### config.mk
export PLATFORM = sky130hd
export DESIGN_NAME = fhp_ofifo
export DESIGN_NICKNAME = d
export VERILOG_FILES = /design/src/design/fhp_pkg.sv /design/src/design/fhp_ofifo.sv
export SDC_FILE = /design/constraint.sdc
export NUM_CORES = 1
export LEC_CHECK = 0
export BUFFER_PORTS_ARGS = -buffer_cell sky130_fd_sc_hd__buf_2
export CAP_MARGIN = 20
export CORE_AREA = 2 2 91 93
export DETAILED_ROUTE_END_ITERATION = 16
export DIE_AREA = 0 0 93 95
export SETUP_SLACK_MARGIN = 0.3
export SLEW_MARGIN = 5
export SYNTH_ARGS = -nofsm -noshare
export SYNTH_HDL_FRONTEND = slang
export SYNTH_SLANG_ARGS = --single-unit
### constraint.sdc
create_clock -name i_clk -period 2.84 [get_ports i_clk]
set_clock_uncertainty 0.15 [all_clocks]
set_input_delay 0.142 -clock i_clk [delete_from_list [all_inputs] [get_ports i_clk]]
set_output_delay 0.142 -clock i_clk [all_outputs]
set_load 0.005 [all_outputs]
### src/design/fhp_pkg.sv
package fhp_pkg;

    // Field and register widths
    localparam int unsigned HeatW      = 8;
    localparam int unsigned ColsCfgW   = 11;
    localparam int unsigned OffsetW    = 10;
    localparam int unsigned CfgDataW   = 11;
    localparam int unsigned CfgIndexW  = 1;
    // Five-neighbor sum, at most 5 * 255 = 1275
    localparam int unsigned SumW       = 11;

    // Geometry and register reset values
    localparam int unsigned MaxColsDefault = 1024;
    localparam int unsigned ColsReset      = 1024;
    localparam int unsigned OffsetReset    = 16;

    // Divide by 5 as multiply by 6554 / 2^15, exact for values below 1280
    localparam int unsigned RecipW   = 13;
    localparam logic [RecipW-1:0] DivRecip = 13'd6554;
    localparam int unsigned DivShift = 15;

    // Output queue
    localparam int unsigned OfifoDepth = 8;

    // Configuration register indexes
    typedef enum logic [CfgIndexW-1:0] {
        CFG_ACTIVE_COLS    = 1'b0,
        CFG_COOLING_OFFSET = 1'b1
    } t_cfg_index;

    // Neighbor sum of one visible pixel
    typedef struct packed {
        logic            valid;
        logic            last;
        logic [SumW-1:0] sum;
    } t_sum_item;

    // Finished result
    typedef struct packed {
        logic             valid;
        logic             row_end;
        logic [HeatW-1:0] heat;
    } t_res_item;

endpackage

### src/design/fhp_ofifo.sv
module fhp_ofifo
    import fhp_pkg::*;
(
    input  logic                                 i_clk,
    input  logic                                 i_rst_n,
    input  t_res_item                            i_push,
    input  logic                                 i_stall,
    output logic                                 o_valid,
    output logic [HeatW-1:0]                     o_heat_out,
    output logic                                 o_row_end,
    output logic [$clog2(OfifoDepth + 1)-1:0]    o_count
);

    localparam int unsigned PtrW = $clog2(OfifoDepth);
    localparam int unsigned CntW = $clog2(OfifoDepth + 1);
    localparam int unsigned EntW = HeatW + 1;

    logic [EntW-1:0] r_data [OfifoDepth];
    logic [PtrW-1:0] r_wr;
    logic [PtrW-1:0] r_rd;
    logic [CntW-1:0] r_count;
    logic            pop;

    assign pop = o_valid && !i_stall;

    // Pointers and fill level
    always_ff @(posedge i_clk) begin
        if (!i_rst_n) begin
            r_wr    <= '0;
            r_rd    <= '0;
            r_count <= '0;
        end else begin
            if (i_push.valid) begin
                r_wr <= (r_wr == PtrW'(OfifoDepth - 1)) ? '0 : r_wr + PtrW'(1);
            end
            if (pop) begin
                r_rd <= (r_rd == PtrW'(OfifoDepth - 1)) ? '0 : r_rd + PtrW'(1);
            end
            case ({i_push.valid, pop})
                2'b10:   r_count <= r_count + CntW'(1);
                2'b01:   r_count <= r_count - CntW'(1);
                default: r_count <= r_count;
            endcase
        end
    end

    // Entry storage
    always_ff @(posedge i_clk) begin
        if (i_push.valid) begin
            r_data[r_wr] <= {i_push.row_end, i_push.heat};
        end
    end

    assign o_valid    = (r_count != '0);
    assign o_heat_out = r_data[r_rd][HeatW-1:0];
    assign o_row_end  = r_data[r_rd][HeatW];
    assign o_count    = r_count;

endmodule

Word level (Yosys, flattened, before mapping). Memory sizes are Yosys's and may differ from the RTL's. A register that Yosys moved wholly into a read port is not among the register bits. Index checks and enable logic that the tools add are counted.

$add $sub $neg: 4. Equality and inequality tests: 4. Mux-type cells: 7. Reductions and logical operators: 4.

Operators with widths (count): $mux 3 (4); $pmux 4 s2 (1); $add 3x1->3 const B (2); $eq 3x3->1 const B (2); $add 4x1->4 const B (1); $reduce_bool 4->1 (1); $sub 4x1->4 const B (1); $eq 2x1->1 const B (1); $eq 2x2->1 const B (1); $mux 1 (2); $reduce_bool 2->1 (1); $logic_and 1x1->1 (1); $logic_not 1->1 (1).

Flip-flop bits (word level): 10. RAM bits: 72. Bits of input ports: 13. Output and inout port bits: 14. Word-level logic and storage cells: 23. Memories kept: 1.

Memory list: r_data (depth 8, width 9, read ports 1, clocked after memory_dff 1, write ports 1, RTL line fhp_ofifo.sv:18) `logic [EntW-1:0] r_data [OfifoDepth];`.

Longest topological paths before layout.
Depth in word-level cells: 4. Mapped depth: 10. Depth with buffers taken out: 9.

Worst setup path before layout. OpenSTA, ideal clock, no wires.

Kind: register to register. From: register r_count[1], in the netlist o_count[1]. To: register r_count[2], in the netlist o_count[2]. Setup time: 0.076 ns. Data arrival time: 2.358 ns. Required time: 2.614 ns. Slack: 0.256 ns. Stages on the path, launching flop included: 11. Cells stage by stage: dfxtp_1 -> or4_4 -> nor2b_4 -> buf_6 -> ha_1 -> xor2_1 -> ha_1 -> a21oi_1 -> xor2_1 -> or3_1 -> a21boi_0.

Longest elaborated chain between the ends: 4.

RTL lines: from (decl) (RTL line fhp_ofifo.sv:21) `logic [CntW-1:0] r_count;`; from (signal assigned) (RTL line fhp_ofifo.sv:40) `2'b10: r_count <= r_count + CntW'(1);`; from (signal assigned) (RTL line fhp_ofifo.sv:41) `2'b01: r_count <= r_count - CntW'(1);`; from (signal assigned) (RTL line fhp_ofifo.sv:42) `default: r_count <= r_count;`; $reduce_bool 4->1 * (RTL line fhp_ofifo.sv:54) `assign o_valid = (r_count != '0);`; via o_valid (RTL line fhp_ofifo.sv:8) `output logic o_valid,`; $logic_and 1x1->1 * (RTL line fhp_ofifo.sv:24) `assign pop = o_valid && !i_stall;`; $eq 2x1->1 or $eq 2x2->1 (tied branches) (RTL line fhp_ofifo.sv:39) `case ({i_push.valid, pop})`; $pmux 4 s2 or $reduce_bool 2->1 (tied branches).

The timed path passes the listed nets; every way through them passes the cells marked *. A chain may end at the register's enable or synchronous reset.

Final worst setup path.
From: register r_count[0], in the netlist o_count[0]. To: register r_count[2], in the netlist o_count[2].

Longest elaborated chain between the ends: 4.

RTL lines: parallel branches: the longest is 4 deep, another holds $sub 4x1->4.

Several ways; the timed one is not identified.

==> metrics.md <==
| Metric | Value |
|---|---|
| Sw Ratio | 0.260 |
| WP data required | 2.96 ns |
| WP data arrival | 2.57 ns |
| Final GP Congestion | 0.716 |
| Detailed-route wire length | 6150 microns |
| Drt pass-1 iters | 4 |
| Initial antenna violation count | 0 |
| ANT cells | 0 |
| Die Wd | 93 microns |
| Switch Pwr | 801 uW |
| TritonCTS buffer count | 9 |
| Worst Reg-to-Reg Cells | 9 |
| Final clock period utilization by the worst path | 0.863 |
| Clock insertion delay at the later pin of the skew report | 0.34 ns |
| Hpwl dp | 3920 microns |
| Row count | 33 |
| Worst R2R End | o_count[2]$_SDFFE_PN0P_ |
| Multi-input gate area | 965 sq um |
| DR vias | 1,726 |
| Final Hold Viols | 0 |
| Crit path launch | o_count[0]$_SDFFE_PN0P_ |
| Setup Viol. Count Final | 0 |
| Synth Net Count | 197 |
| PortBufs | 26 |
| Detail Route Antenna Nets | 0 |
| Iter 0 DRT Violations | 171 |
| Hold Path Class | in2reg |
| Count of cell types in the netlist | 32 |
| Critical Path Sink | o_count[2]$_SDFFE_PN0P_ |
| Htree depth | 3 |
| Largest cells by area after synthesis | edfxtp_1 (63%), mux4_2 (12%), dfxtp_1 (7.6%), mux2_2 (3.0%), ha_1 (2.6%) |
| Synth Area per Inst | 19.3 sq um |
| Area Growth Syn to Fin | 19.0% |
| F_max | 0.408 GHz |
| Die area | 8840 sq um |
| FF+latch area | 2430 sq um |
| Layout cell share with drive strength beyond 1 | 0.394 |
| Post-layout net count | 251 |
| Seq pwr share | 0.480 |
| Post-synth top area share | 0.634 |
| Cell taking the most area after synthesis | edfxtp_1 |
| GRT Util Overall | 0.152 |
| CP Capture Type | flip-flop |
| Core box area | 7930 sq um |
| Worst Hold Launch | i_stall |
| Cell count after synthesis | 177 |
| CP Launch Type | flip-flop |
| Comb power frac | 0.249 |
| Die Ht | 95 microns |
| CTS tree | done |
| Min Tclk post-route | 2.45 ns |
| YS warnings | 0 |
| R2r setup slk | 0.39 ns |
| VDD IR max | 0.503 mV |
| Vias in the first global route | 1,844 |
| Clock Power Share | 0.271 |
| Part of the Yosys area used for sequential elements | 0.710 |
| Count of state elements after synthesis | 85 |
| Post-place setup slack | 0.199 ns |
| Pwr dens | 759 nW/um^2 |
| Clock Sinks | 85 |
| Worst r2r src | o_count[0]$_SDFFE_PN0P_ |
| Design Power | 3.08 mW |
| Netlist Area Pre-Place | 3410 sq um |
| Clock slew at reported path FFs | 0.08 ns |
| Setup TNS | 0 ns |
| P_int | 2.28 mW |
| Vias per inst | 5.06 |
| Fill cells | 667 |
| Largest net degree at the start of global routing | 19 |
| Maxcap violations | 0 |
| Layout Utilization | 0.512 |
| # IOs | 27 |
| WL/cell | 18.0 microns |
| Relative slew slack | 0.643 |
| Initial Util | 0.430 |
| DRC viols | 0 |
| Bufs on Longest Clock Path | 2 |
| First-pass GRT wire length | 9470 microns |
| Leak pwr | 1.38 nW |
| Outcome | completed |
| Worst Path Class, Setup | reg2reg |
| Worst-Margin Slew | 0.534 ns |
| CTS root buffer | clkbuf_8 |
| RSZ-0062 raised after global routing | false |
| Gr ovfl total | 0 |
| Worst setup margin | 0.388 ns |
| Hold_ws | 0.0133 ns |
| Max Slew Vio Count | 0 |
| Worst-path fanout max | 7 |
-- worst min path at each step --
| stage | to | slack (ns) | cells past startpoint |
|---|---|---|---|
| 3_3_place_gp | r_data[7][4]$_DFFE_PP_ | 0.24 | 1 |
| 2_1_floorplan | r_data[0][0]$_DFFE_PP_ | 0.09 | 0 |
| 4_1_cts | r_wr[2]$_SDFFE_PN0P_ | 0.006 | 3 |
| 6_report | flip-flop | 0.01 | 4 |
| 5_1_grt | r_rd[1]$_SDFFE_PN0N_ | 0.01 | 4 |
| 3_5_place_dp | r_data[4][1]$_DFFE_PP_ | 0.26 | 1 |
-- synthesized netlist by cell type --
| library cell | count |
|---|---|
| edfxtp_1 | 72 |
| mux4_2 | 18 |
| dfxtp_1 | 13 |
| mux2_2 | 9 |
| ha_1 | 7 |
| nor2_1 | 7 |
| mux2i_1 | 6 |
| nand2b_1 | 5 |
| nor2b_1 | 5 |
| nand2_1 | 4 |
| a21oi_1 | 3 |
| and2_1 | 2 |
| buf_6 | 2 |
| clkbuf_1 | 2 |
| nand3b_1 | 2 |
| nor3_1 | 2 |
| o21ai_0 | 2 |
| xor2_1 | 2 |
| a211o_2 | 1 |
| a21boi_0 | 1 |
| a21boi_2 | 1 |
| buf_1 | 1 |
| buf_2 | 1 |
| buf_4 | 1 |
| inv_1 | 1 |
| nand2b_4 | 1 |
| nor2b_4 | 1 |
| nor3b_1 | 1 |
| nor4bb_1 | 1 |
| or3_1 | 1 |
| or4_4 | 1 |
| xnor2_1 | 1 |
-- state kept, by name (all words and copies together) (netlist names), named ones only --
| signal | count |
|---|---|
| o_count | 4 |
| r_data | 72 |
| r_rd | 3 |
| r_wr | 3 |
-- critical path: stages, from the launching register on --
cell	delay, ns
dfxtp_1	0.38
or4_4	0.51
nor2b_4	0.17
ha_4	0.17
xor2_2	0.16
ha_2	0.19
a21oi_2	0.04
xor2_1	0.18
or3_1	0.32
a21boi_1	0.12
-- through the flow --
| step | std cells | cell area [sq um] |
|---|---|---|
| 2_1_floorplan | 177 | 3410 |
| 3_3_place_gp | 311 | 3700 |
| 6_report | 341 | 4060 |
| 3_5_place_dp | 311 | 3700 |
| 4_1_cts | 337 | 4020 |
| 5_1_grt | 341 | 4060 |
-- power by group through the flow --
stage	clock (mW)	sequential, mW	combinational (mW)
floorplan	0	1.49	0.540
global placement	0	1.49	0.670
detailed placement	0	1.50	0.713
CTS	0.856	1.48	0.740
global route	0.916	1.49	0.837
finish	0.836	1.48	0.767
-- cell families (layout without fill, tap and decap cells) --
logic type	Yosys count	in the layout	synth area share
buffers and inverters	8	67	0.0147
XOR/XNOR	3	3	0.00771
adder cells (fa/ha/maj)	7	7	0.0257
flip-flops	85	85	0.710
AO/OA/AOI/OAI	8	8	0.0158
AND/OR/NAND/NOR	33	33	0.0598
multiplexers	33	33	0.166
-- per-layer routing --
layer | vias to the layer above | global-route usage | share of wire
met5 | - | 0 | 0
met4 | 0 | 0.0821 | 0.022
met3 | 11 | 0.0271 | 0.021
met2 | 25 | 0.264 | 0.52
met1 | 886 | 0.181 | 0.44
li1 | 804 | - | -
-- cells in the final DEF (no fill, tap or decap), types with 3 or more instances in the layout --
master	synthesis	final
nand2b_1	5	5
mux2i_1	6	6
dfxtp_1	13	11
nor2b_1	5	5
nand2_1	4	4
clkinvlp_4	0	3
dlygate4sd3_1	0	10
ha_1	7	5
nor2_1	7	7
buf_2	1	26
buf_4	1	14
mux4_2	18	18
mux2_2	9	9
clkbuf_8	0	9
edfxtp_1	72	72
-- timing repair --
action                                 in CTS  in global routing
gates cloned                                0                  0
endpoints found under the hold margin      79                  0
gates resized for setup                     6                  2
setup endpoints to repair                   1                  2
pin swaps                                   0                  4
buffers inserted                            0                  4
hold buffers                               10                  0
-- final cells by class --
type	count	share of cell area
clock inverters	6	0.0173
multi-input cells	84	0.238
inverters	1	0.000925
flip-flops and latches	85	0.598
clock buffers	10	0.0314
repair buffers	50	0.0826
well taps	105	0.0324
Power figures use the tool's default switching activity.
