<file path="src/design/fhp_pkg.sv">
package fhp_pkg;

    // Field and register widths
    localparam int unsigned HeatW      = 8;
    localparam int unsigned ColsCfgW   = 11;
    localparam int unsigned OffsetW    = 10;
    localparam int unsigned CfgDataW   = 11;
    localparam int unsigned CfgIndexW  = 1;
    // Five-neighbor sum, at most 5 * 255 = 1275
    localparam int unsigned SumW       = 11;

    // Geometry and register reset values
    localparam int unsigned MaxColsDefault = 1024;
    localparam int unsigned ColsReset      = 1024;
    localparam int unsigned OffsetReset    = 16;

    // Divide by 5 as multiply by 6554 / 2^15, exact for values below 1280
    localparam int unsigned RecipW   = 13;
    localparam logic [RecipW-1:0] DivRecip = 13'd6554;
    localparam int unsigned DivShift = 15;

    // Output queue
    localparam int unsigned OfifoDepth = 8;

    // Configuration register indexes
    typedef enum logic [CfgIndexW-1:0] {
        CFG_ACTIVE_COLS    = 1'b0,
        CFG_COOLING_OFFSET = 1'b1
    } t_cfg_index;

    // Neighbor sum of one visible pixel
    typedef struct packed {
        logic            valid;
        logic            last;
        logic [SumW-1:0] sum;
    } t_sum_item;

    // Finished result
    typedef struct packed {
        logic             valid;
        logic             row_end;
        logic [HeatW-1:0] heat;
    } t_res_item;

endpackage

</file>
<file path="src/design/fhp_cool.sv">
module fhp_cool
    import fhp_pkg::*;
(
    input  logic               i_clk,
    input  logic               i_rst_n,
    input  t_sum_item          i_sum,
    input  logic [OffsetW-1:0] i_cooling_offset,
    output t_res_item          o_res
);

    localparam int unsigned ProdW = SumW + RecipW;

    t_res_item          r_res;
    logic [OffsetW-1:0] off;
    logic [SumW-1:0]    diff;
    logic [ProdW-1:0]   prod;
    logic [HeatW-1:0]   heat;

    // Offset, subtract and divide by five through the reciprocal
    always_comb begin
        off  = (i_cooling_offset == '0) ? OffsetW'(1) : i_cooling_offset;
        diff = i_sum.sum - SumW'(off);
        prod = ProdW'(diff) * ProdW'(DivRecip);
        heat = (i_sum.sum > SumW'(off)) ? prod[DivShift +: HeatW] : '0;
    end

    // Result register; only the valid bit is reset
    always_ff @(posedge i_clk) begin
        if (!i_rst_n) begin
            r_res.valid <= 1'b0;
        end else begin
            r_res.valid <= i_sum.valid;
        end
        r_res.row_end <= i_sum.last;
        r_res.heat    <= heat;
    end

    assign o_res = r_res;

endmodule

</file>
<file path="config.mk">
export PLATFORM = sky130hd
export DESIGN_NAME = fhp_cool
export DESIGN_NICKNAME = d
export VERILOG_FILES = /design/src/design/fhp_pkg.sv /design/src/design/fhp_cool.sv
export SDC_FILE = /design/constraint.sdc
export NUM_CORES = 1
export LEC_CHECK = 0
export BUFFER_PORTS_ARGS = -buffer_cell sky130_fd_sc_hd__buf_4
export CORE_MARGIN = 2
export CORE_UTILIZATION = 35
export CTS_BUF_LIST = sky130_fd_sc_hd__clkbuf_4
export CTS_CLUSTER_SIZE = 40
export DETAILED_ROUTE_END_ITERATION = 8
export PLACE_DENSITY = 0.61
export SETUP_SLACK_MARGIN = 0.3
export SKIP_LAST_GASP = 1
export SYNTH_ARGS = -nofsm -noshare
export SYNTH_HDL_FRONTEND = slang
export SYNTH_SLANG_ARGS = --single-unit
</file>
<file path="constraint.sdc">
create_clock -name i_clk -period 17.85 [get_ports i_clk]
set_input_delay 3.57 -clock i_clk [delete_from_list [all_inputs] [get_ports i_clk]]
set_output_delay 3.57 -clock i_clk [all_outputs]
set_load 0.02 [all_outputs]
</file>
* Word level (Yosys, flattened, before mapping)
Index checks and enable logic that the tools add are counted.
W data, S select, Z words.
** Cells by class
- Muxes and demuxes :: 1
- Reduce and logical (&&, ||, !) cells :: 1
- Add/sub/neg operators :: 1
- Multipliers :: 1
- Magnitude comparators :: 1
** Operators by type and width (count)
- $mul A11 B12 Y22 const B :: 1
- $gt A11 B10 Y1 :: 1
- $sub A11 B10 Y11 :: 1
- $logic_not A10 Y1 :: 1
- $mux W10 :: 1
** Storage, ports and cells
- Flip-flop bits (word level) :: 10
- Logic and storage cells :: 8
- Output and inout port bits :: 10
- Input port bits :: 25

* Longest topological paths before layout
Gate-level depths: netlist (run 1).
- Depth after elaboration :: 4
- Gate-level depth with buffers :: 27
- Depth with buffers taken out :: 27

* Worst setup path after synthesis (run 1)
Ideal clock, no wire load.
- Path kind :: input port to flip-flop
- Start point :: input port i_cooling_offset[4]
- End point :: register r_res (netlist bit o_res[4])
- Arrival :: 9.288 ns
- Stages on the path :: 24
- Path slack :: 8.443 ns
- Path buffers :: 0
- Required time :: 17.731 ns
- Library setup time :: 0.119 ns
- Cells stage by stage :: nor4_1 > a41o_1 > ha_1 > inv_1 > fa_1 > a21oi_1 > o211ai_1 > a31oi_1 > o21bai_1 > a21oi_1 > xor2_1 > ha_1 > fa_1 > fa_1 > fa_1 > fa_1 > inv_1 > ha_1 > nand4_1 > nor2_1 > o21a_2 > nor3b_1 > a2111oi_2 > o21bai_1
** Between the ends
- Longest elaborated chain between the ends :: 4
- Elaborated cells on any way between the ends :: 5
- Classes of those cells :: 1 x add/sub; 1 x mul; 1 x order compare; 1 x mux; 1 x reduce/logical
** Ends and longest elaborated chain
- start, declared :: RTL line fhp_cool.sv:7 : input logic [OffsetW-1:0] i_cooling_offset,
- $logic_not A10 Y1 :: RTL line fhp_cool.sv:21 : off = (i_cooling_offset == '0) ? OffsetW'(1) : i_cooling_offset;
- $mux W10 * :: RTL line fhp_cool.sv:21
- $sub A11 B10 Y11 :: RTL line fhp_cool.sv:22 : diff = i_sum.sum - SumW'(off);
- $mul A11 B12 Y22 :: RTL line fhp_cool.sv:23 : prod = ProdW'(diff) * ProdW'(DivRecip);
- end, declared :: RTL line fhp_cool.sv:13 : t_res_item r_res;
Every way passes the cells marked *; elsewhere a longest branch is shown, timed or not.
A chain may end at the register's enable or synchronous reset.

* Worst setup path in the final report (run 1)
- Start point :: input port i_cooling_offset[4]
- End point :: register r_res (netlist bit o_res[7])
The elaborated chain is that of the path after synthesis.

==> impl_summary.md, run 1 <==
Synthesis
The sequential-to-total area share from yosys stat is 6.71%. After synthesis, the cell types taking the most area are sky130_fd_sc_hd__ha_1 (30%), sky130_fd_sc_hd__fa_1 (21%), sky130_fd_sc_hd__inv_1 (11%). The area of the mapped netlist is 2980 um2. The top cell type by area accounts for 30.2% of the synthesized area. In this run, synthesis inferred 0 flip-flops with an integrated enable.

The synthesized netlist cell count is 346. The leading area contributor after synthesis is sky130_fd_sc_hd__ha_1. The synthesized flop and latch total is 10. After synthesis, the mean cell area works out to 8.62 um2. The most frequently used flop master after synthesis is sky130_fd_sc_hd__dfxtp_1. For this run, the number of Yosys warnings is 0. The proportion of register bits with asynchronous set or reset after synthesis is 0%. Synthesis produced a netlist with a net count of 475. The distinct cell type count after synthesis is 43.

Layout
For this run, the share of the core covered by cells in the final layout is 41.0%. The diode insertion count for antenna repair is 0. The flip-flop count of the largest register after layout is 10.

The post-route netlist has 11.8% of its cells at a drive strength greater than 1. The area of the multi-input gates is 2460 um2. The final layout contains 512 nets. The finished layout holds 487 standard cells, fillers aside. The synthesis-to-finish area growth is 13.6%. The register area is 200 um2. The filler cells instantiated in the layout total 887. The top cell types in the final layout, fill and taps aside, are sky130_fd_sc_hd__inv_1 (85), sky130_fd_sc_hd__ha_1 (72), sky130_fd_sc_hd__buf_4 (34). The library cell used most frequently in the layout, excluding fill and tap cells, is sky130_fd_sc_hd__inv_1.

Floorplanning
The y dimension of the die is 96.3 um. The total I/O pin count is 35. The number of rows in the core area is 33.

The core box area is 8260 um2. For this configuration, the core starts out at a cell density of 36.1%. The width of the chip is 96.3 um. The area of the die is 9280 um2.

Clock tree
The clock tree from TritonCTS is built. The buffer count from post-CTS setup fixing is 0. The count of cells resized by post-cts repair is 0. The number of hold buffers added after CTS was 0. The buffer levels on the longest clock path is 2. In this run the number of H-tree levels came out at 1. After clock tree synthesis, the clock-pin slew on the worst setup and hold paths is 0.06 ns.

The number of clock buffers added by TritonCTS is 3. CTS saw 10 sinks. The cell sitting at the root of the clock tree is a sky130_fd_sc_hd__clkbuf_4.

Min path
The path category of the worst min-delay check is input pin to flip-flop. In this run the most critical hold path is launched from i_sum[11]. Counting instances, the worst hold path has a depth of 1. The end of the worst hold path is o_res[8].

GRT
Entering global routing, the biggest net connects 8 pins. In the global route stage, met3 resource usage came out at 0.470%. The fraction of met1 tracks used by global routing is 17.7%. In the global route stage, met2 resource usage came out at 29.4%. The number of global-route vias before repair is 2602.

For this run, the total global-route usage over all layers was measured as 15.1%. The leftover overflow at the end of global routing is 0. The global-route layer with the greatest usage is met2.

The first global-routing pass estimated 11100 um of wire. The number of antenna violations at the first check in global routing is 0.

STA
Setup repair after global routing left no endpoint under its margin. The timing-limited maximum frequency is 103 MHz. After routing, the total negative slack on setup checks comes to 0 ns.

The fraction of the cycle the final worst path needs is 54.6%. For the pin with the worst max-slew slack, the measured transition is 0.567 ns. The time the worst path needs with I/O delays and setup is 9.74 ns. The number of pins with negative max-slew slack in the final report is 0.

The final hold violation count is 0. Headroom to the max-slew limit came out at 61.8%. Setup violations remaining at the end of the flow were counted as 0.

Detailed routing
The final route contains 2404 vias. Before antenna repair, the detailed router went through 4 iterations. The average wire per standard cell is 13.3 um. The detail route stage leaves a number of antenna-violating nets equal to 0. In the routed layout, each cell is associated on average with a via count of 4.94. The routed design has 6460 um of wire. The total DRC errors in the routed layout is 0.

The iteration-0 DRC count of the detailed router is 77.

Worst setup path
STA classifies the critical path endpoint as a flip-flop. Of all nets on the critical path, the largest fanout is 6. The type of origin of the critical path is an input pin. The arrival time at the worst endpoint is 9.92 ns.

The critical path is of the input pin to flip-flop type. The data required time at the worst endpoint is 18.03 ns.

Status
The flow ran to the end, and the final reports show no timing, DRC or antenna violations.

Job
Across the run, the number of max-cap violations was 0.

Place
The weighted congestion reported at the end of routability-driven placement is 0.856. The count of buffers added on input and output ports is 34. The half-perimeter wire length after detailed placement is 5880 um. In this run, placement finished with an instance count of 483.
==> cell type report <==
class	instances	share of cell area [%]
Multi-Input combinational cell	249	72.5
Inverter	85	9.42
Timing Repair Buffer	34	7.53
Sequential cell	10	5.91
Tap cell	105	3.88
Clock buffer	3	0.665
Clock inverter	1	0.111
==> through the flow <==
step	worst slack [ns]	hold WS [ns]	instance area, um2
2_1_floorplan	8.44	3.60	2980
3_3_place_gp	7.99	3.68	3360
3_5_place_dp	7.91	3.68	3360
4_1_cts	8.17	3.41	3390
5_1_grt	7.77	3.41	3390
6_report	8.11	3.42	3390
==> cells in the mapped netlist (5+ instances only) <==
cell	instances
sky130_fd_sc_hd__nor2_1	16
sky130_fd_sc_hd__a21oi_1	29
sky130_fd_sc_hd__ha_1	72
sky130_fd_sc_hd__fa_1	32
sky130_fd_sc_hd__xor2_1	8
sky130_fd_sc_hd__nand2_1	10
sky130_fd_sc_hd__inv_1	85
sky130_fd_sc_hd__o21ai_0	9
sky130_fd_sc_hd__nor3_1	9
sky130_fd_sc_hd__a21o_1	6
sky130_fd_sc_hd__xnor2_1	7
sky130_fd_sc_hd__dfxtp_1	10
sky130_fd_sc_hd__nand3_1	5
==> worst max path at each step <==
| stage | from | endpoint | slack, ns | cells past startpoint |
|---|---|---|---|---|
| final | i_cooling_offset[4] | o_res[7] | 8.11 | 23 |
| after global routing | i_cooling_offset[0] | o_res[7] | 7.77 | 26 |
| after CTS | i_cooling_offset[4] | o_res[7] | 8.17 | 23 |
| after detailed placement | i_cooling_offset[4] | o_res[7] | 7.91 | 26 |
| after global placement | i_cooling_offset[0] | o_res[7] | 7.99 | 25 |
| after floorplan | i_cooling_offset[4] | o_res[4] | 8.44 | 24 |
==> metal layers <==
metal  up-vias  wire length, um
met1      1107             2830
met5         -                0
met4         0              107
met2        60             3250
li1       1227                -
met3        10              268
==> worst max-delay path, stage by stage <==
cell	delay, ns
sky130_fd_sc_hd__buf_4	0.11
sky130_fd_sc_hd__nor4_1	0.27
sky130_fd_sc_hd__a41o_1	0.21
sky130_fd_sc_hd__ha_1	0.15
sky130_fd_sc_hd__inv_1	0.05
sky130_fd_sc_hd__fa_1	0.43
sky130_fd_sc_hd__a21oi_1	0.23
sky130_fd_sc_hd__o211ai_1	0.14
sky130_fd_sc_hd__a31oi_1	0.30
sky130_fd_sc_hd__o21bai_1	0.11
sky130_fd_sc_hd__a21oi_1	0.18
sky130_fd_sc_hd__xor2_1	0.23
sky130_fd_sc_hd__ha_1	0.30
sky130_fd_sc_hd__fa_1	0.54
sky130_fd_sc_hd__fa_1	0.52
sky130_fd_sc_hd__fa_1	0.52
sky130_fd_sc_hd__fa_1	0.54
sky130_fd_sc_hd__inv_1	0.04
sky130_fd_sc_hd__ha_1	0.36
sky130_fd_sc_hd__a21oi_1	0.30
sky130_fd_sc_hd__a211oi_1	0.17
sky130_fd_sc_hd__or4_1	0.49
sky130_fd_sc_hd__a21oi_1	0.16
==> kinds of logic after synthesis <==
group / synth area share [%]
xor gates and xnor gates: 4.95
buffers and inverters: 10.9
AOI/OAI and AO/OA: 14.1
DFF: 6.71
muxes: 0.336
and+or+nand+nor: 11.3
adders and majority gates: 51.7
Power of run 1 is not shown: default switching activity piles up to over one toggle a cycle in this logic, so the estimate is an artifact.
==> inputs of run 2 (changes only) <==
==> constraint.sdc (replaced) <==
create_clock -name i_clk -period 9.6 [get_ports i_clk]
set_input_delay 1.92 -clock i_clk [delete_from_list [all_inputs] [get_ports i_clk]]
set_output_delay 1.92 -clock i_clk [all_outputs]
set_load 0.02 [all_outputs]
==> run 2 against run 1 <==
  * Die area unchanged
  * Via count up 2.2%
  * Clock-buffer cell count unchanged
  * Sequential share of layout area unchanged
  * First-iteration DRC count down 23%
  * Global-route usage about the same
  * Flip-flop and latch count unchanged
  * Largest cell class unchanged
  * Routed wire length down 0.88%
  * Critical path type unchanged
==> impl_summary.md, run 2 (synthesis results as in run 1) <==
Status
The run finished with clean final reports.

Worst setup path
Along the worst path, the maximum fanout reaches 6. The data required time at the worst endpoint is 9.78 ns. STA classifies the critical path startpoint as an input pin.

The category of the worst setup path capture point is a flip-flop. At the worst endpoint, the arrival time is 8.29 ns. The setup path with the least slack is of type input pin to flip-flop.

Floorplanning
The total I/O pin count is 35. The core box area is 8260 um2. The die is 96.3 um wide. Measured along the y axis, the die boundary spans 96.3 um. The number of rows in the core area is 33.

Once the floorplan was initialized, standard cells occupied 36.1% of the core. The area of the die is 9280 um2.

GRT
For this run, global-route usage on met3 was measured as 0.392%. The largest net degree at the start of global routing is 8. The global-route layer with the greatest usage is met2. Across every metal layer, demand over resource in global routing totals 15.2%. The number of global-route vias before repair was 2567. The fraction of met1 tracks used by global routing is 19.1%. Global routing finished with a remaining overflow of 0. The wire length of the first global-routing pass is 11200 um. Global routing used 28.4% of the available met2 tracks.

The number of antenna violations at the first check in global routing was 0.

STA
Setup violations remaining at the end of the flow were counted as 0. The worst max-slew margin expressed relative to the limit is 58.1%. The final hold violation count came to 0. The setup TNS is 0 ns. The time the worst path needs with I/O delays and setup is 8.11 ns. The slew at the pin closest to its max-slew limit is 0.622 ns. Based on the critical path, the design can be clocked at up to 123 MHz. Setup repair after global routing left no endpoint under its margin.

The number of pins with negative max-slew slack in the final report was 0. The final critical path takes up 84.5% of the cycle.

Clock tree
The number of buffers inserted by hold repair at cts is 0. In this run the number of H-tree levels came out at 1. The buffer levels on the longest clock path is 2.

The clock-pin slew reported for the worst setup and hold paths after clock tree synthesis is 0.06 ns. The clock tree from TritonCTS is built. The number of buffers inserted during clock tree synthesis is 3. The number of gates resized after CTS was 0. The cell sitting at the root of the clock tree is a sky130_fd_sc_hd__clkbuf_4.

Clock tree synthesis found a total of 10 sinks. In this run the post-CTS setup repair buffer count came out at 0.

Detailed routing
Across all layers, the routed design uses 2456 vias. The routed design has 6400 um of wire. The via density per instance is 5.04. The total DRC errors in the routed layout is 0.

The first detailed-routing pass ran for 4 iterations. The iteration-0 DRC count of the detailed router is 59. The remaining number of nets flagged by the antenna check after routing is 0. After detailed routing, the average wire length per cell comes to 13.1 um.

Place
Input and output buffers added on the ports amount to 34. After detailed placement, the design holds a cell count of 483. The weighted congestion reported at the end of routability-driven placement is 0.862.

Once detailed placement completed, the half-perimeter wirelength came to 5840 um.

Layout
The synthesis-to-finish area growth is 13.6%. In the layout the commonest cells are sky130_fd_sc_hd__inv_1 (85), sky130_fd_sc_hd__ha_1 (72), sky130_fd_sc_hd__buf_4 (34). The repair_antennas step left the layout with diodes totalling 0. Excluding fillers, the count of instances in the completed layout stands at 487. The register with the most flip-flops in the layout has 10 of them. In the final design database the tool counted 512 nets. The share of post-route cells with drive strength above 1 is 11.8%. The library cell used most frequently in the layout, excluding fill and tap cells, is sky130_fd_sc_hd__inv_1. The number of fillers in the final layout is 888.

Min path
The path category of the worst min-delay check is input pin to flip-flop.

Job
The number of maximum-capacitance constraint violations is 0.
run 2: area by class of cell:
type / instances / area [um2] / area share [%]
Clock buffer: 3 / 22.5 / 0.665
Clock inverter: 1 / 3.75 / 0.111
Inverter: 85 / 319 / 9.42
Multi-Input combinational cell: 249 / 2460 / 72.5
Sequential cell: 10 / 200 / 5.91
Tap cell: 105 / 131 / 3.88
Timing Repair Buffer: 34 / 255 / 7.53
run 2: final timing paths:
path,from,end,slack (ns),cells past startpoint
max,i_cooling_offset[4],o_res[7],1.49,23
min,i_sum[11],o_res[8],1.77,1
run 2: worst max-delay path, stage by stage:
cell and delay [ns]:
sky130_fd_sc_hd__buf_4 0.11, sky130_fd_sc_hd__nor4_1 0.30, sky130_fd_sc_hd__a41o_1 0.22, sky130_fd_sc_hd__ha_1 0.15, sky130_fd_sc_hd__inv_1 0.06, sky130_fd_sc_hd__fa_1 0.43
sky130_fd_sc_hd__a21oi_1 0.24, sky130_fd_sc_hd__o211ai_1 0.15, sky130_fd_sc_hd__a31oi_1 0.32, sky130_fd_sc_hd__o21bai_1 0.10, sky130_fd_sc_hd__a21oi_1 0.18, sky130_fd_sc_hd__xor2_1 0.24
sky130_fd_sc_hd__ha_1 0.30, sky130_fd_sc_hd__fa_1 0.54, sky130_fd_sc_hd__fa_1 0.52, sky130_fd_sc_hd__fa_1 0.52, sky130_fd_sc_hd__fa_1 0.54, sky130_fd_sc_hd__inv_1 0.04
sky130_fd_sc_hd__ha_1 0.37, sky130_fd_sc_hd__a21oi_1 0.28, sky130_fd_sc_hd__a211oi_1 0.16, sky130_fd_sc_hd__or4_1 0.48, sky130_fd_sc_hd__a21oi_1 0.14
run 2: metrics by stage:
step           area, um2  hold WS [ns]  utilization [%]  setup slack [ns]
6_report            3390          1.77             41.0              1.49
5_1_grt             3390          1.76             41.0              1.06
4_1_cts             3390          1.76             41.0              1.54
3_5_place_dp        3360          2.03             40.7              1.28
3_3_place_gp        3360          2.03             40.7              1.39
2_1_floorplan       2980          1.95                -              1.84
run 2: layer usage:
metal  vias up  part of all wire (%)
met5         -                     0
met4         0                   1.2
met3         8                   3.3
met2        62                    50
met1      1156                    45
li1       1230                     -
Power of run 2 is left out for the same reason.
==> inputs of run 3 (changes only) <==
==> constraint.sdc (replaced) <==
create_clock -name i_clk -period 8.1 [get_ports i_clk]
set_input_delay 1.62 -clock i_clk [delete_from_list [all_inputs] [get_ports i_clk]]
set_output_delay 1.62 -clock i_clk [all_outputs]
set_load 0.02 [all_outputs]
==> run 3 against run 2 <==
  * Global-route usage increased by 0.16 points
  * Via count decreased by 0.65%
  * Critical path depth grew 2
  * Routed wire length rose by 5.1%
  * Critical path type unchanged
==> impl_summary.md, run 3 (synthesis results as in run 1) <==
Status
The run finished with clean final reports.

Worst setup path
The largest single stage delay on the critical path is 0.54 ns. The worst setup path is captured at a flip-flop. The maximum net fanout on the critical path is 6. The critical path's slowest cell is sky130_fd_sc_hd__fa_1. Tracing the worst setup path back leads to its startpoint at i_cooling_offset[4].

In this design, the critical path's most frequently occurring cell is sky130_fd_sc_hd__fa_1. The worst setup path category is input pin to flip-flop. The most critical setup path has its endpoint at o_res[7]. The type of origin of the critical path is an input pin. The data required time at the worst endpoint is 8.29 ns. For the worst setup path, the data arrival time is 7.69 ns.

Layout
At the end of the flow, the number of nets in the layout was 520. The top cell types in the final layout, fill and taps aside, are sky130_fd_sc_hd__inv_1 (85), sky130_fd_sc_hd__ha_1 (70), sky130_fd_sc_hd__buf_4 (42). Of the cells placed in the final design, the portion with a size suffix greater than 1 is 16.2%.

The synthesis-to-finish area growth is 18.3%. The most frequent standard cell in the layout excluding fill and tap cells is sky130_fd_sc_hd__inv_1. The repair_antennas step left the layout with diodes totalling 0. The flip-flop count of the largest register after layout is 10.

Floorplanning
During I/O placement, the number of pins put on the boundary was 35. The floorplan has 33 rows. The area of the die is 9280 um2. The region available for standard cell placement spans 8260 um2.

In this run the vertical extent of the chip is 96.3 um. The width of the chip is 96.3 um. The starting density of the core is 36.1%.

STA
The worst max-slew margin expressed relative to the limit is 63.2%. The fraction of the cycle the final worst path needs is 92.6%. The worst path in the final design needs a cycle of 7.50 ns, including I/O delays and setup.

The slew at the pin closest to its max-slew limit is 0.548 ns. The setup TNS is 0 ns. Setup repair after global routing left no endpoint under its margin.

The timing-limited maximum frequency is 133 MHz. The number of pins with negative max-slew slack in the final report is 0. The final setup violation count is 0. The final hold violation count was 0.

GRT
Global routing consumed, on the met3 layer, 0.392% of the routing resources. The number of antenna violations at the first check in global routing is 0. The number of global-route vias before repair is 2500. The global-route layer with the greatest usage is met2.

For this run, the total global-route usage over all layers was measured as 15.3%. For met2 alone, demand over resource in global routing was 29.1%. The wire length of the first global-routing pass is 11200 um. The largest net degree at the start of global routing is 8. The fraction of met1 tracks used by global routing is 19.0%. For this run the aggregate overflow at the end of global routing stands at 0.

Clock tree
The number of clock buffers added by TritonCTS is 3. The total clock sinks is 10. The number of buffers inserted by hold repair at cts is 0.

TritonCTS built the clock tree. The clock-pin slew reported for the worst setup and hold paths after clock tree synthesis is 0.06 ns. The root buffer cell is sky130_fd_sc_hd__clkbuf_4. The buffer levels on the longest clock path is 2.

The H-tree depth is 1.

Min path
The min-delay analysis places its worst path in the category input pin to flip-flop. Along the worst hold path, the cell count comes to 1. In this run the most critical hold path is launched from i_sum[11].

Place
The half-perimeter wire length after detailed placement is 5940 um. In this run the tool buffered the top-level ports with 34 buffer cells. At the end of routability-driven placement, the weighted congestion stood at 0.863.

Detailed routing
For this block, the routed nets add up to 6730 um of wire. The number of optimization iterations in the first detailed-route pass is 4. Summing over every cut layer, the via total after detailed routing is 2440. The iteration-0 DRC count of the detailed router is 39. The via density per instance is 4.94. The remaining number of nets flagged by the antenna check after routing is 0.

After detailed routing, the number of remaining DRC violations is 0. In the final routed layout, each cell accounts on average for 13.6 um.

Job
The tool flagged a number of max-cap violations equal to 0.
run 3: changes by cell type in the layout (fill, tap and decap cells not counted), moves of 2 or more:
cell,before,now
sky130_fd_sc_hd__a21oi_1,29,27
sky130_fd_sc_hd__buf_4,34,42
sky130_fd_sc_hd__ha_1,72,70
sky130_fd_sc_hd__ha_4,0,2
sky130_fd_sc_hd__nor4_1,3,1
sky130_fd_sc_hd__nor4_2,0,2
run 3: timing repair:
action / in CTS / in global routing
buffers inserted: 0 / 3
pin swaps: 0 / 6
resized for setup: 2 / 11
setup endpoints to repair: 1 / 7
run 3: final cells by class:
type | instances | area, um2
sequential | 10 | 200
inverter | 85 | 319
tap | 105 | 131
clock buffer | 3 | 22.5
fill | 846 | 4730
timing repair buffer | 42 | 315
multi-input combinational | 249 | 2540
run 3: per-stage QoR:
| stage | util (%) | setup slack, ns | hold slack, ns | instance area, um2 | instances |
|---|---|---|---|---|---|
| 2_1_floorplan | - | 0.643 | 1.65 | 2980 | 346 |
| 3_3_place_gp | 41.2 | 0.109 | 1.73 | 3400 | 488 |
| 3_5_place_dp | 41.2 | 0.0611 | 1.73 | 3400 | 488 |
| 4_1_cts | 41.6 | 0.356 | 1.46 | 3430 | 491 |
| 5_1_grt | 42.7 | 0.295 | 1.45 | 3530 | 494 |
| 6_report | 42.7 | 0.600 | 1.47 | 3530 | 494 |
run 3: how the worst min path moves through the flow:
| stage | end | slack (ns) |
|---|---|---|
| after floorplan | o_res[8] | 1.65 |
| after global placement | o_res[8] | 1.73 |
| after global routing | o_res[8] | 1.45 |
| after detailed placement | o_res[8] | 1.73 |
| after CTS | o_res[8] | 1.46 |
| final | o_res[8] | 1.47 |
run 3: critical path, delay by kind of cell:
| kind | cells | cell delay, ns |
|---|---|---|
| AO/OA/AOI/OAI | 10 | 1.74 |
| AND/OR/NAND/NOR | 3 | 0.87 |
| buffers and inverters | 3 | 0.25 |
| adder cells (fa/ha/maj) | 8 | 2.96 |
| XOR/XNOR | 1 | 0.24 |
run 3: routing by layer:
metal,vias to the layer above,routed length [um]
met1,1141,2990
met4,0,105
met3,8,194
met5,-,0
met2,50,3440
li1,1241,-
Power of run 3 is left out for the same reason.
